[config.mk]
export PLATFORM = sky130hd
export DESIGN_NAME = keyframe_clip_player_unit_flat
export DESIGN_NICKNAME = d
export VERILOG_FILES = /design/src/kcp_pkg.sv /design/src/kcp_in_if.sv /design/src/kcp_out_if.sv /design/src/kcp_ram.sv /design/src/kcp_div.sv /design/src/kcp_ctrl.sv /design/src/kcp_datapath.sv /design/src/keyframe_clip_player_unit.sv /design/src/flat_wrapper.sv
export SDC_FILE = /design/constraint.sdc
export NUM_CORES = 2
export LEC_CHECK = 0
export ABC_AREA = 1
export BUFFER_PORTS_ARGS = -buffer_cell sky130_fd_sc_hd__buf_4
export CORE_AREA = 2 2 321 323
export CTS_CLUSTER_SIZE = 24
export DETAILED_ROUTE_END_ITERATION = 10
export DIE_AREA = 0 0 323 325
export GPL_ROUTABILITY_DRIVEN = 0
export HOLD_SLACK_MARGIN = 0.12
export PLACE_DENSITY = 0.83
export SETUP_SLACK_MARGIN = 0.05
export SYNTH_ARGS = -nofsm -noshare
export SYNTH_HDL_FRONTEND = slang
export SYNTH_SLANG_ARGS = --single-unit
[constraint.sdc]
create_clock -name clk -period 16.29 [get_ports clk]
set_input_delay 2.4435 -clock clk [delete_from_list [all_inputs] [get_ports clk]]
set_output_delay 2.4435 -clock clk [all_outputs]
set_load 0.02 [all_outputs]
[src/kcp_pkg.sv]
// Package for the keyframe clip player: item types, phase and action codes,
// controller command and status groups. No dependencies.
package kcp_pkg;

	localparam logic [1:0] KIND_LOAD   = 2'd0;
	localparam logic [1:0] KIND_PLAY   = 2'd1;
	localparam logic [1:0] KIND_CANCEL = 2'd2;
	localparam logic [1:0] KIND_TICK   = 2'd3;

	localparam logic [1:0] PH_IDLE    = 2'd0;
	localparam logic [1:0] PH_PLAY    = 2'd1;
	localparam logic [1:0] PH_RECOVER = 2'd2;

	localparam logic [2:0] CFG_OWNER    = 3'd0;
	localparam logic [2:0] CFG_CLIP     = 3'd1;
	localparam logic [2:0] CFG_DURATION = 3'd2;
	localparam logic [2:0] CFG_RECOVERY = 3'd3;
	localparam logic [2:0] CFG_KF_TOTAL = 3'd4;

	// action chosen for a captured item
	localparam logic [3:0] ACT_NONE         = 4'd0;
	localparam logic [3:0] ACT_LOAD         = 4'd1;
	localparam logic [3:0] ACT_PLAY         = 4'd2;
	localparam logic [3:0] ACT_CANCEL_START = 4'd3;
	localparam logic [3:0] ACT_CANCEL_NOP   = 4'd4;
	localparam logic [3:0] ACT_RELEASE      = 4'd5;
	localparam logic [3:0] ACT_FINISH       = 4'd6;
	localparam logic [3:0] ACT_SCAN         = 4'd7;
	localparam logic [3:0] ACT_RECOVER      = 4'd8;

	typedef struct packed {
		logic [3:0] anchor;
		logic [3:0] direction;
		logic [7:0] focus;
		logic [7:0] lid;
	} pose_t;

	typedef struct packed {
		logic [1:0]  kind;
		logic [31:0] now_ms;
		logic [3:0]  key_slot;
		logic [15:0] key_offset_ms;
		logic [3:0]  pose_anchor;
		logic [3:0]  pose_direction;
		logic [7:0]  pose_focus;
		logic [7:0]  pose_lid;
		logic        permit;
	} in_item_t;

	typedef struct packed {
		logic       accepted;
		logic [1:0] write_count;
		logic [3:0] out_anchor;
		logic [3:0] out_direction;
		logic [6:0] out_focus;
		logic [6:0] out_lid;
		logic       layer_freed;
		logic [1:0] phase;
	} out_item_t;

	typedef struct packed {
		logic capture;
		logic commit;
		logic scan_clr;
		logic scan_next;
		logic scan_chk;
		logic div_start;
		logic div_lane;
	} cmd_t;

	typedef struct packed {
		logic [3:0] act;
		logic       rec_done;
		logic       scan_stop;
		logic       div_done;
		logic       out_free;
	} status_t;

endpackage

[src/kcp_in_if.sv]
// Input channel of the keyframe clip player: valid, ready and one item.
// Depends on kcp_pkg.
interface kcp_in_if;
	import kcp_pkg::*;
	logic     valid;
	logic     ready;
	in_item_t data;
	modport source (output valid, output data, input ready);
	modport sink (input valid, input data, output ready);
endinterface

[src/kcp_out_if.sv]
// Result channel of the keyframe clip player: valid, ready and one item.
// Depends on kcp_pkg.
interface kcp_out_if;
	import kcp_pkg::*;
	logic      valid;
	logic      ready;
	out_item_t data;
	modport source (output valid, output data, input ready);
	modport sink (input valid, input data, output ready);
endinterface

[src/kcp_ram.sv]
// Generic single-write, single-read RAM with registered read data.
// No dependencies.
module kcp_ram #(
	parameter int WIDTH = 8,
	parameter int DEPTH = 16
) (
	input  logic                                   clk,
	input  logic                                   we,
	input  logic [(DEPTH > 1 ? $clog2(DEPTH) : 1)-1:0] waddr,
	input  logic [WIDTH-1:0]                       wdata,
	input  logic [(DEPTH > 1 ? $clog2(DEPTH) : 1)-1:0] raddr,
	output logic [WIDTH-1:0]                       rdata
);
	logic [WIDTH-1:0] mem [DEPTH];

	always_ff @(posedge clk) begin
		if (we) begin
			mem[waddr] <= wdata;
		end
		rdata <= mem[raddr];
	end
endmodule

[src/kcp_div.sv]
// Restoring divider, one quotient bit per cycle: 24-bit dividend, 16-bit divisor.
// Depends on kcp_pkg for nothing; standalone.
module kcp_div (
	input  logic        clk,
	input  logic        arst_n,
	input  logic        start,
	input  logic [23:0] dividend,
	input  logic [15:0] divisor,
	output logic        done,
	output logic [23:0] quotient
);
	logic [15:0] rem_q;
	logic [15:0] dvs_q;
	logic [23:0] quo_q;
	logic [4:0]  cnt_q;
	logic        busy_q;
	logic        done_q;
	logic [16:0] rem_sh;
	logic [16:0] diff;

	assign rem_sh = {rem_q, quo_q[23]};
	assign diff = rem_sh - {1'b0, dvs_q};

	always_ff @(posedge clk or negedge arst_n) begin
		if (!arst_n) begin
			busy_q <= 1'b0;
			done_q <= 1'b0;
			cnt_q <= '0;
		end else begin
			done_q <= 1'b0;
			if (start) begin
				busy_q <= 1'b1;
				cnt_q <= '0;
			end else if (busy_q) begin
				cnt_q <= cnt_q + 5'd1;
				if (cnt_q == 5'd23) begin
					busy_q <= 1'b0;
					done_q <= 1'b1;
				end
			end
		end
	end

	always_ff @(posedge clk) begin
		if (start) begin
			rem_q <= '0;
			quo_q <= dividend;
			dvs_q <= divisor;
		end else if (busy_q) begin
			if (!diff[16]) begin
				rem_q <= diff[15:0];
				quo_q <= {quo_q[22:0], 1'b1};
			end else begin
				rem_q <= rem_sh[15:0];
				quo_q <= {quo_q[22:0], 1'b0};
			end
		end
	end

	assign done = done_q;
	assign quotient = quo_q;
endmodule

[src/kcp_ctrl.sv]
// Controller state machine: sequences capture, keyframe scan, blend divisions
// and commit of each item. Depends on kcp_pkg.
module kcp_ctrl (
	input  logic             clk,
	input  logic             arst_n,
	input  logic             in_valid,
	output logic             in_ready,
	input  kcp_pkg::status_t st,
	output kcp_pkg::cmd_t    cmd
);
	import kcp_pkg::*;

	localparam logic [3:0] S_IDLE  = 4'd0;
	localparam logic [3:0] S_EVAL  = 4'd1;
	localparam logic [3:0] S_RD    = 4'd2;
	localparam logic [3:0] S_CHK   = 4'd3;
	localparam logic [3:0] S_DIV0  = 4'd4;
	localparam logic [3:0] S_WAIT0 = 4'd5;
	localparam logic [3:0] S_DIV1  = 4'd6;
	localparam logic [3:0] S_WAIT1 = 4'd7;
	localparam logic [3:0] S_DONE  = 4'd8;

	logic [3:0] state_q;
	logic [3:0] state_d;

	assign in_ready = (state_q == S_IDLE);

	always_comb begin
		state_d = state_q;
		cmd = '0;
		case (state_q)
			S_IDLE: begin
				if (in_valid) begin
					cmd.capture = 1'b1;
					state_d = S_EVAL;
				end
			end
			S_EVAL: begin
				case (st.act)
					ACT_PLAY, ACT_SCAN: begin
						cmd.scan_clr = 1'b1;
						state_d = S_RD;
					end
					ACT_RECOVER: state_d = st.rec_done ? S_DONE : S_DIV0;
					default: state_d = S_DONE;
				endcase
			end
			S_RD: state_d = S_CHK;
			S_CHK: begin
				cmd.scan_chk = 1'b1;
				if (st.scan_stop) begin
					state_d = S_DONE;
				end else begin
					cmd.scan_next = 1'b1;
					state_d = S_RD;
				end
			end
			S_DIV0: begin
				cmd.div_start = 1'b1;
				state_d = S_WAIT0;
			end
			S_WAIT0: if (st.div_done) state_d = S_DIV1;
			S_DIV1: begin
				cmd.div_start = 1'b1;
				cmd.div_lane = 1'b1;
				state_d = S_WAIT1;
			end
			S_WAIT1: if (st.div_done) state_d = S_DONE;
			S_DONE: begin
				if (st.out_free) begin
					cmd.commit = 1'b1;
					state_d = S_IDLE;
				end
			end
			default: state_d = S_IDLE;
		endcase
	end

	always_ff @(posedge clk or negedge arst_n) begin
		if (!arst_n) begin
			state_q <= S_IDLE;
		end else begin
			state_q <= state_d;
		end
	end
endmodule

[src/kcp_datapath.sv]
// Datapath: configuration and play state, keyframe table, scan selection,
// blend arithmetic and the result register. Depends on kcp_pkg, kcp_ram, kcp_div.
module kcp_datapath #(
	parameter int MAX_KEYFRAMES = 16
) (
	input  logic                clk,
	input  logic                arst_n,
	input  logic                cfg_we,
	input  logic [2:0]          cfg_index,
	input  logic [15:0]         cfg_data,
	input  kcp_pkg::in_item_t   in_data,
	input  logic                out_ready,
	output logic                out_valid,
	output kcp_pkg::out_item_t  out_data,
	input  kcp_pkg::cmd_t       cmd,
	output kcp_pkg::status_t    st
);
	import kcp_pkg::*;

	localparam int IW = MAX_KEYFRAMES > 1 ? $clog2(MAX_KEYFRAMES) : 1;
	localparam int CW = $clog2(MAX_KEYFRAMES + 1);

	logic [15:0] owner_q, clip_q, dur_q, rec_q;
	logic [4:0]  kf_total_q;
	logic [1:0]  phase_q;
	logic        active_q;
	logic [31:0] start_q, rs_q;
	logic [32:0] re_q;
	pose_t       base_q;
	logic [7:0]  bf_focus_q, bf_lid_q;
	in_item_t    in_q;
	logic [IW-1:0] idx_q;
	pose_t       sel_q;
	logic        lane_q;
	logic [7:0]  res_q [2];
	out_item_t   out_q;
	logic        out_valid_q;

	logic [CW-1:0] fcnt;
	logic [3:0]    act;
	logic [31:0]   elapsed, scan_el;
	logic          slot_ok;
	logic [39:0]   rdata;
	pose_t         cur, rd_pose;
	logic [15:0]   rd_off;
	logic          scan_last;
	logic [15:0]   rt_eff, den;
	logic [31:0]   num;
	logic          num_ge;
	logic [7:0]    l_from, l_to, l_mag;
	logic [23:0]   prod;
	logic          div_done;
	logic [23:0]   quo;
	logic signed [10:0] v;
	logic [7:0]    blended;

	function automatic logic [6:0] pct(input logic [7:0] x);
		return (x > 8'd100) ? 7'd100 : x[6:0];
	endfunction

	assign cur = '{anchor: in_q.pose_anchor, direction: in_q.pose_direction,
		focus: in_q.pose_focus, lid: in_q.pose_lid};
	assign fcnt = (int'(kf_total_q) > MAX_KEYFRAMES) ? CW'(MAX_KEYFRAMES) : CW'(kf_total_q);
	assign slot_ok = int'(in_q.key_slot) < MAX_KEYFRAMES;
	assign elapsed = in_q.now_ms - start_q;

	always_comb begin
		act = ACT_NONE;
		case (in_q.kind)
			KIND_LOAD: if (slot_ok) act = ACT_LOAD;
			KIND_PLAY: begin
				if (owner_q != 16'd0 && clip_q != 16'd0 && fcnt != '0 && dur_q != 16'd0
						&& in_q.permit) act = ACT_PLAY;
			end
			KIND_CANCEL: begin
				if (active_q) act = (phase_q != PH_RECOVER) ? ACT_CANCEL_START : ACT_CANCEL_NOP;
			end
			default: begin
				if (active_q && owner_q != 16'd0) begin
					if (!in_q.permit) begin
						act = ACT_RELEASE;
					end else if (phase_q == PH_PLAY) begin
						if (in_q.now_ms < start_q || elapsed >= {16'd0, dur_q}) act = ACT_FINISH;
						else if (fcnt != '0) act = ACT_SCAN;
					end else if (phase_q == PH_RECOVER) begin
						act = ACT_RECOVER;
					end
				end
			end
		endcase
	end

	kcp_ram #(.WIDTH(40), .DEPTH(MAX_KEYFRAMES)) u_table (
		.clk   (clk),
		.we    (cmd.commit && act == ACT_LOAD),
		.waddr (IW'(in_q.key_slot)),
		.wdata ({in_q.key_offset_ms, cur}),
		.raddr (idx_q),
		.rdata (rdata)
	);

	assign rd_off = rdata[39:24];
	assign rd_pose = rdata[23:0];
	assign scan_el = (act == ACT_PLAY) ? 32'd0 : elapsed;
	assign scan_last = (CW'(idx_q) + CW'(1)) == fcnt;

	// blend of one lane: from + (to - from) * num / den, truncated toward zero
	assign rt_eff = (rec_q == 16'd0) ? 16'd1 : rec_q;
	assign den = re_q[15:0] - rs_q[15:0];
	assign num = (in_q.now_ms <= rs_q) ? 32'd0 : in_q.now_ms - rs_q;
	assign num_ge = num >= {16'd0, den};
	assign l_from = lane_q ? bf_lid_q : bf_focus_q;
	assign l_to = lane_q ? base_q.lid : base_q.focus;

	logic [7:0] s_from, s_to;
	assign s_from = cmd.div_lane ? bf_lid_q : bf_focus_q;
	assign s_to = cmd.div_lane ? base_q.lid : base_q.focus;
	assign l_mag = (s_to >= s_from) ? s_to - s_from : s_from - s_to;
	assign prod = l_mag * num[15:0];

	kcp_div u_div (
		.clk      (clk),
		.arst_n   (arst_n),
		.start    (cmd.div_start),
		.dividend (prod),
		.divisor  (den),
		.done     (div_done),
		.quotient (quo)
	);

	always_comb begin
		if (l_to >= l_from) v = $signed({3'd0, l_from}) + $signed({3'd0, quo[7:0]});
		else v = $signed({3'd0, l_from}) - $signed({3'd0, quo[7:0]});
		if (num_ge) blended = l_to;
		else if (v < 0) blended = 8'd0;
		else if (v > 11'sd100) blended = 8'd100;
		else blended = v[7:0];
	end

	assign st.act = act;
	assign st.rec_done = {1'b0, in_q.now_ms} >= re_q;
	assign st.scan_stop = ({16'd0, rd_off} > scan_el) || scan_last;
	assign st.div_done = div_done;
	assign st.out_free = !out_valid_q || out_ready;

	// commit: result item and next play state
	out_item_t res;
	pose_t     w;
	logic      go_idle, start_rec;
	always_comb begin
		res = '0;
		w = '0;
		go_idle = 1'b0;
		start_rec = 1'b0;
		case (act)
			ACT_LOAD: res.accepted = 1'b1;
			ACT_PLAY, ACT_SCAN: begin
				res.accepted = 1'b1;
				res.write_count = 2'd1;
				w = sel_q;
			end
			ACT_CANCEL_START, ACT_FINISH: begin
				res.accepted = 1'b1;
				start_rec = 1'b1;
			end
			ACT_CANCEL_NOP: res.accepted = 1'b1;
			ACT_RELEASE: begin
				res.layer_freed = 1'b1;
				go_idle = 1'b1;
			end
			ACT_RECOVER: begin
				res.accepted = 1'b1;
				if (st.rec_done) begin
					res.write_count = 2'd2;
					w = base_q;
					res.layer_freed = 1'b1;
					go_idle = 1'b1;
				end else begin
					res.write_count = 2'd1;
					w = '{anchor: base_q.anchor, direction: base_q.direction,
						focus: res_q[0], lid: res_q[1]};
				end
			end
			default: res = '0;
		endcase
		res.out_anchor = w.anchor;
		res.out_direction = w.direction;
		res.out_focus = pct(w.focus);
		res.out_lid = pct(w.lid);
		if (go_idle) res.phase = PH_IDLE;
		else if (act == ACT_PLAY) res.phase = PH_PLAY;
		else if (start_rec) res.phase = PH_RECOVER;
		else res.phase = phase_q;
	end

	always_ff @(posedge clk or negedge arst_n) begin
		if (!arst_n) begin
			owner_q <= '0;
			clip_q <= '0;
			dur_q <= '0;
			rec_q <= '0;
			kf_total_q <= '0;
			phase_q <= PH_IDLE;
			active_q <= 1'b0;
			start_q <= '0;
			rs_q <= '0;
			re_q <= '0;
			base_q <= '0;
			bf_focus_q <= '0;
			bf_lid_q <= '0;
			out_valid_q <= 1'b0;
		end else begin
			if (cfg_we) begin
				case (cfg_index)
					CFG_OWNER:    owner_q <= cfg_data;
					CFG_CLIP:     clip_q <= cfg_data;
					CFG_DURATION: dur_q <= cfg_data;
					CFG_RECOVERY: rec_q <= cfg_data;
					CFG_KF_TOTAL: kf_total_q <= cfg_data[4:0];
					default: ;
				endcase
			end
			if (out_valid_q && out_ready) out_valid_q <= 1'b0;
			if (cmd.commit) begin
				out_valid_q <= 1'b1;
				phase_q <= res.phase;
				if (act == ACT_PLAY) begin
					active_q <= 1'b1;
					start_q <= in_q.now_ms;
					rs_q <= '0;
					re_q <= '0;
					base_q <= cur;
				end
				if (start_rec) begin
					bf_focus_q <= in_q.pose_focus;
					bf_lid_q <= in_q.pose_lid;
					rs_q <= in_q.now_ms;
					re_q <= {1'b0, in_q.now_ms} + {17'd0, rt_eff};
				end
				if (go_idle) begin
					active_q <= 1'b0;
					start_q <= '0;
					rs_q <= '0;
					re_q <= '0;
				end
			end
		end
	end

	always_ff @(posedge clk) begin
		if (cmd.capture) in_q <= in_data;
		if (cmd.scan_clr) idx_q <= '0;
		else if (cmd.scan_next) idx_q <= idx_q + IW'(1);
		if (cmd.scan_chk && (idx_q == '0 || {16'd0, rd_off} <= scan_el)) sel_q <= rd_pose;
		if (cmd.div_start) lane_q <= cmd.div_lane;
		if (div_done) res_q[lane_q] <= blended;
		if (cmd.commit) out_q <= res;
	end

	assign out_valid = out_valid_q;
	assign out_data = out_q;
endmodule

[src/keyframe_clip_player_unit.sv]
// Keyframe clip player, top level: controller and datapath.
// Depends on kcp_pkg, kcp_in_if, kcp_out_if, kcp_ctrl, kcp_datapath.
//
// Use: items enter on req (valid/ready), one result item per input item
// leaves on rsp (valid/ready). Registers are written through cfg_we,
// cfg_index and cfg_data while the block is idle.
// One item at a time: req.ready is high only while the controller waits.
// Steps from capture to the result register:
//   load, cancel, refused items: evaluation, then commit
//   play or playing tick: sequential keyframe table reads through the
//     registered RAM port, at most MAX_KEYFRAMES keyframes scanned
//   recovering tick: the two serial blend divisions (a start state and a
//     wait state each, for 24 quotient bits), none on the finishing tick.
// A result sits in the output register until rsp.ready; while it waits the
// next item is accepted and worked, and its commit holds until the register
// frees. Reset clears the configuration registers, play state and the output
// valid flag; the keyframe table keeps no reset and must be loaded before it is played.
module keyframe_clip_player_unit #(
	parameter int MAX_KEYFRAMES = 16
) (
	input  logic        clk,
	input  logic        arst_n,
	input  logic        cfg_we,
	input  logic [2:0]  cfg_index,
	input  logic [15:0] cfg_data,
	kcp_in_if.sink      req,
	kcp_out_if.source   rsp
);
	import kcp_pkg::*;

	cmd_t    cmd;
	status_t st;

	kcp_ctrl u_ctrl (
		.clk      (clk),
		.arst_n   (arst_n),
		.in_valid (req.valid),
		.in_ready (req.ready),
		.st       (st),
		.cmd      (cmd)
	);

	kcp_datapath #(.MAX_KEYFRAMES(MAX_KEYFRAMES)) u_dp (
		.clk       (clk),
		.arst_n    (arst_n),
		.cfg_we    (cfg_we),
		.cfg_index (cfg_index),
		.cfg_data  (cfg_data),
		.in_data   (req.data),
		.out_ready (rsp.ready),
		.out_valid (rsp.valid),
		.out_data  (rsp.data),
		.cmd       (cmd),
		.st        (st)
	);
endmodule

[src/flat_wrapper.sv]
// flat-port wrapper written by rule: the top's interface ports become plain ports
module keyframe_clip_player_unit_flat import kcp_pkg::*;
#(
	parameter int MAX_KEYFRAMES = 16
)
  (clk, arst_n, cfg_we, cfg_index, cfg_data, req_valid, req_data, req_ready, rsp_valid, rsp_data, rsp_ready);
  kcp_in_if req_i ();
  kcp_out_if rsp_i ();
  input  logic clk;
  input  logic arst_n;
  input  logic cfg_we;
  input  logic [2:0] cfg_index;
  input  logic [15:0] cfg_data;
  input wire logic [$bits(req_i.valid)-1:0] req_valid;
  input wire logic [$bits(req_i.data)-1:0] req_data;
  output wire logic [$bits(req_i.ready)-1:0] req_ready;
  output wire logic [$bits(rsp_i.valid)-1:0] rsp_valid;
  output wire logic [$bits(rsp_i.data)-1:0] rsp_data;
  input wire logic [$bits(rsp_i.ready)-1:0] rsp_ready;
  assign req_i.valid = req_valid;
  assign req_i.data = req_data;
  assign req_ready = req_i.ready;
  assign rsp_valid = rsp_i.valid;
  assign rsp_data = rsp_i.data;
  assign rsp_i.ready = rsp_ready;
  keyframe_clip_player_unit #(.MAX_KEYFRAMES(MAX_KEYFRAMES)) u_core (.clk(clk), .arst_n(arst_n), .cfg_we(cfg_we), .cfg_index(cfg_index), .cfg_data(cfg_data), .req(req_i), .rsp(rsp_i));
endmodule
==> results.cfg <==
[clock_network]
numCtsBuffers = 106
clkTransAtPathRegs_ps = 70
cts_tree = built
cts-root-buf = clkbuf_16
cts_setup_buffers = 0
htreeDepth = 3
ctsResizeCount = 0
ctsHoldBuffers = 0
clock_path_buffers = 3
clock-sinks = 1109
worstSkewPairLatency_ps = 720

[timing]
slew_violations = 0
rsz0062_at_grt = false
max_freq_mhz = 92.4
tns_ps = 0
fin_skew_ps = 50.9
setup_slack_ps = 5470
slew_headroom = 0.235
hold_viol = 0
fin_crit_ps = 10820
worst_pin_slew_ps = 1140
finalSetupViolations = 0
finalCritPeriodShare = 0.664

[final_layout]
syn2layout_area_growth_pct = 10.9
num_antenna_cells = 0
fin_nets = 5999
drive_above_1_share = 0.0801

[detailed_routing]
avgRoutedWirePerCell_um = 21.0
firstDrtPassIters = 9
vias_per_cell = 5.97
ant_nets = 0
finalWirelength_um = 146000
drtIter0Drc = 5615
vias = 41700
drc = 0

[floorplanning]
die_x_um = 323
coreArea_um2 = 101000
dieHeight_um = 325
dieArea_um2 = 105000
fp-row-count = 117
io_pins = 133
start_util = 0.549

[hold_path]
worst_hold_path_type = reg2reg
hold_depth = 0
hold-path-endpoint = u_core.u_dp.sel_q[0]$_DFFE_PP_
hp-start = u_core.u_dp.u_table.rdata[0]$_DFF_P_

[setup_path]
rr_endpoint = u_core.u_dp.u_div.quotient[22]$_DFFE_PP_
critPathCaptureType = flop
worstPathArrival_ps = 11230
critical_path.top_delay_family = compound AO/OA/AOI/OAI gates
worst-path-buf-inv = 8
cp-start-kind = flop
rr_startpoint = u_core.u_ctrl.state_q[3]$_DFFE_PN0P_
critPathMostFrequentCell = nor2_1
rr_worst_depth = 47
path_max_fanout = 32
worstPathRequired_ps = 16700
critPathKind = reg2reg
max_stage_delay_ps = 560
slowest_stage = fa_1
reg2reg_slack_ps = 5470

[run]
cap_violations = 0

[synthesis]
ys_warn_count = 0
syn_inst = 5452
syn_nets = 5925
synth-async-reset-ratio = 0.199
syn_area_um2 = 55600
synth-seq-cells = 1109
yosysSeqAreaShare = 0.569
synthFlopType = edfxtp_1
synth_enable_flop_cells = 828
synth.distinct_cells = 63
synth_area_per_cell_um2 = 10.2

[place]
place_ws_ps = 5760
dp_hpwl_um = 93400
numPortBuffers = 132

[grt]
grt_max_degree = 248
antenna_found_initial = 1
grt_pass1_vias = 41200
grt_usage = 0.275
overflow = 0
grt_pass1_wl_um = 225000

[status]
outcome = finished clean
## cell families (layout without fill, tap and decap cells)
logic type / count (synthesis) / after routing / synth area share
simple gates: 1798 / 1798 / 0.132
fa+ha+maj: 370 / 370 / 0.0959
compound gates: 1162 / 1162 / 0.122
xor+xnor: 122 / 122 / 0.0192
mux: 12 / 12 / 0.00234
buf+inv: 879 / 1044 / 0.0602
flops: 1109 / 1109 / 0.569
## sequential cells by signal, summed over array words and instances, names as in the netlist, 28 cells and up
register,cells
u_core.u_dp.rs_q,32
u_core.u_dp.start_q,32
u_core.u_dp.u_table.mem,640
u_core.u_dp.re_q,33
u_core.u_dp.in_q,55
u_core.u_dp.out_data,28
u_core.u_dp.u_table.rdata,40
## metrics by stage
stage | hold WS, ps | util | instance area, um2 | std cells
after floorplan | 386 | - | 55600 | 5452
after global placement | 389 | 0.572 | 58000 | 6786
after detailed placement | 390 | 0.572 | 58000 | 6786
after CTS | 385 | 0.608 | 61600 | 6985
after global routing | 381 | 0.608 | 61600 | 6985
final | 390 | 0.608 | 61600 | 6985
## cell usage in the layout, fill, tap and decap left out, drive strengths merged, types with 14 or more instances in the layout
| cell type | synthesis | layout |
|---|---|---|
| xor2 | 80 | 80 |
| dfrtp | 221 | 221 |
| inv | 660 | 665 |
| or2 | 14 | 14 |
| dfxtp | 60 | 60 |
| nand4 | 37 | 37 |
| a21oi | 212 | 212 |
| o211ai | 29 | 29 |
| o21ai | 571 | 571 |
| o22ai | 192 | 192 |
| o221ai | 62 | 62 |
| nor3 | 39 | 39 |
| fa | 93 | 93 |
| nand2 | 937 | 937 |
| ha | 277 | 277 |
| xnor2 | 42 | 42 |
| clkinv | 7 | 50 |
| edfxtp | 828 | 828 |
| nor2 | 569 | 569 |
| clkbuf | 187 | 127 |
| buf | 25 | 178 |
| nor4 | 28 | 28 |
| nand3 | 154 | 154 |
## worst register-to-register path: cells and delay by family, from the launching register on
family | cells | cell delay (ps)
flip-flops | 1 | 390
AND/OR/NAND/NOR | 18 | 2150
buffers and inverters | 8 | 1760
adder cells (fa/ha/maj) | 6 | 2890
AO/OA/AOI/OAI | 13 | 3070
XOR/XNOR | 2 | 270
## how the worst max path moves through the flow
stage	start	to	slack [ps]	cells after the start
6_report	u_core.u_ctrl.state_q[3]$_DFFE_PN0P_	u_core.u_dp.u_div.quotient[22]$_DFFE_PP_	5470	47
5_1_grt	u_core.u_ctrl.state_q[2]$_DFFE_PN0P_	u_core.u_dp.u_div.quotient[23]$_DFFE_PP_	4490	47
4_1_cts	u_core.u_ctrl.state_q[3]$_DFFE_PN0P_	u_core.u_dp.u_div.quotient[23]$_DFFE_PP_	5670	46
3_5_place_dp	u_core.u_ctrl.state_q[3]$_DFFE_PN0P_	u_core.u_dp.u_div.quotient[23]$_DFFE_PP_	5760	46
3_3_place_gp	u_core.u_ctrl.state_q[3]$_DFFE_PN0P_	u_core.u_dp.u_div.quotient[23]$_DFFE_PP_	6110	46
2_1_floorplan	u_core.u_ctrl.state_q[3]$_DFFE_PN0P_	u_core.u_dp.u_div.quotient[23]$_DFFE_PP_	7650	48
## cell usage after synthesis (all sizes together), types with 2 or more instances
cell     number  area (um2)
and2          3        18.8
and3          2        12.5
ha          277        3470
nor4         28         175
or2          14        87.6
o21bai       13        97.6
fa           93        1860
o32ai         4        35.0
nor3         39         195
nor2        569        2150
buf          25         141
dfrtp       221        5530
edfxtp      828       24900
a21oi       212        1070
o21a          2        15.0
nand3b       13        97.6
xnor2        42         368
dfxtp        60        1200
o211ai       29         218
xor2         80         701
nand4        37         231
clkbuf      187         702
a32o          9        90.1
o221ai       62         543
a22oi         5        37.5
a22o          8        70.1
o31ai         5        37.5
a31oi        11        68.8
a211oi       10        75.1
nand3       154         781
nand2       937        3560
a21o         13        97.6
clkinv        7        26.3
mux2          8        90.1
o2111ai       3        26.3
o21ai       571        2860
a41o          2        20.0
o22ai       192        1330
mux2i         4        40.0
inv         660        2480
a21boi        6        45.0
## per-layer routing
layer / track usage / share of wire
met3: 0.0591 / 0.11
met2: 0.446 / 0.47
met5: 0 / 0.000089
met4: 0.141 / 0.051
met1: 0.348 / 0.37
## layout make-up
type,instances,area [um2]
fill,7757,39700
sequential,1109,31600
multi-input combinational,3464,20800
clock buffer,127,2840
inverter,667,2510
tap,1368,1710
timing repair buffer,178,1360
clock inverter,72,820
Power is left out: the tool's default activity adds up to more than one toggle a clock period on the data nets, which glitch-free logic cannot reach.
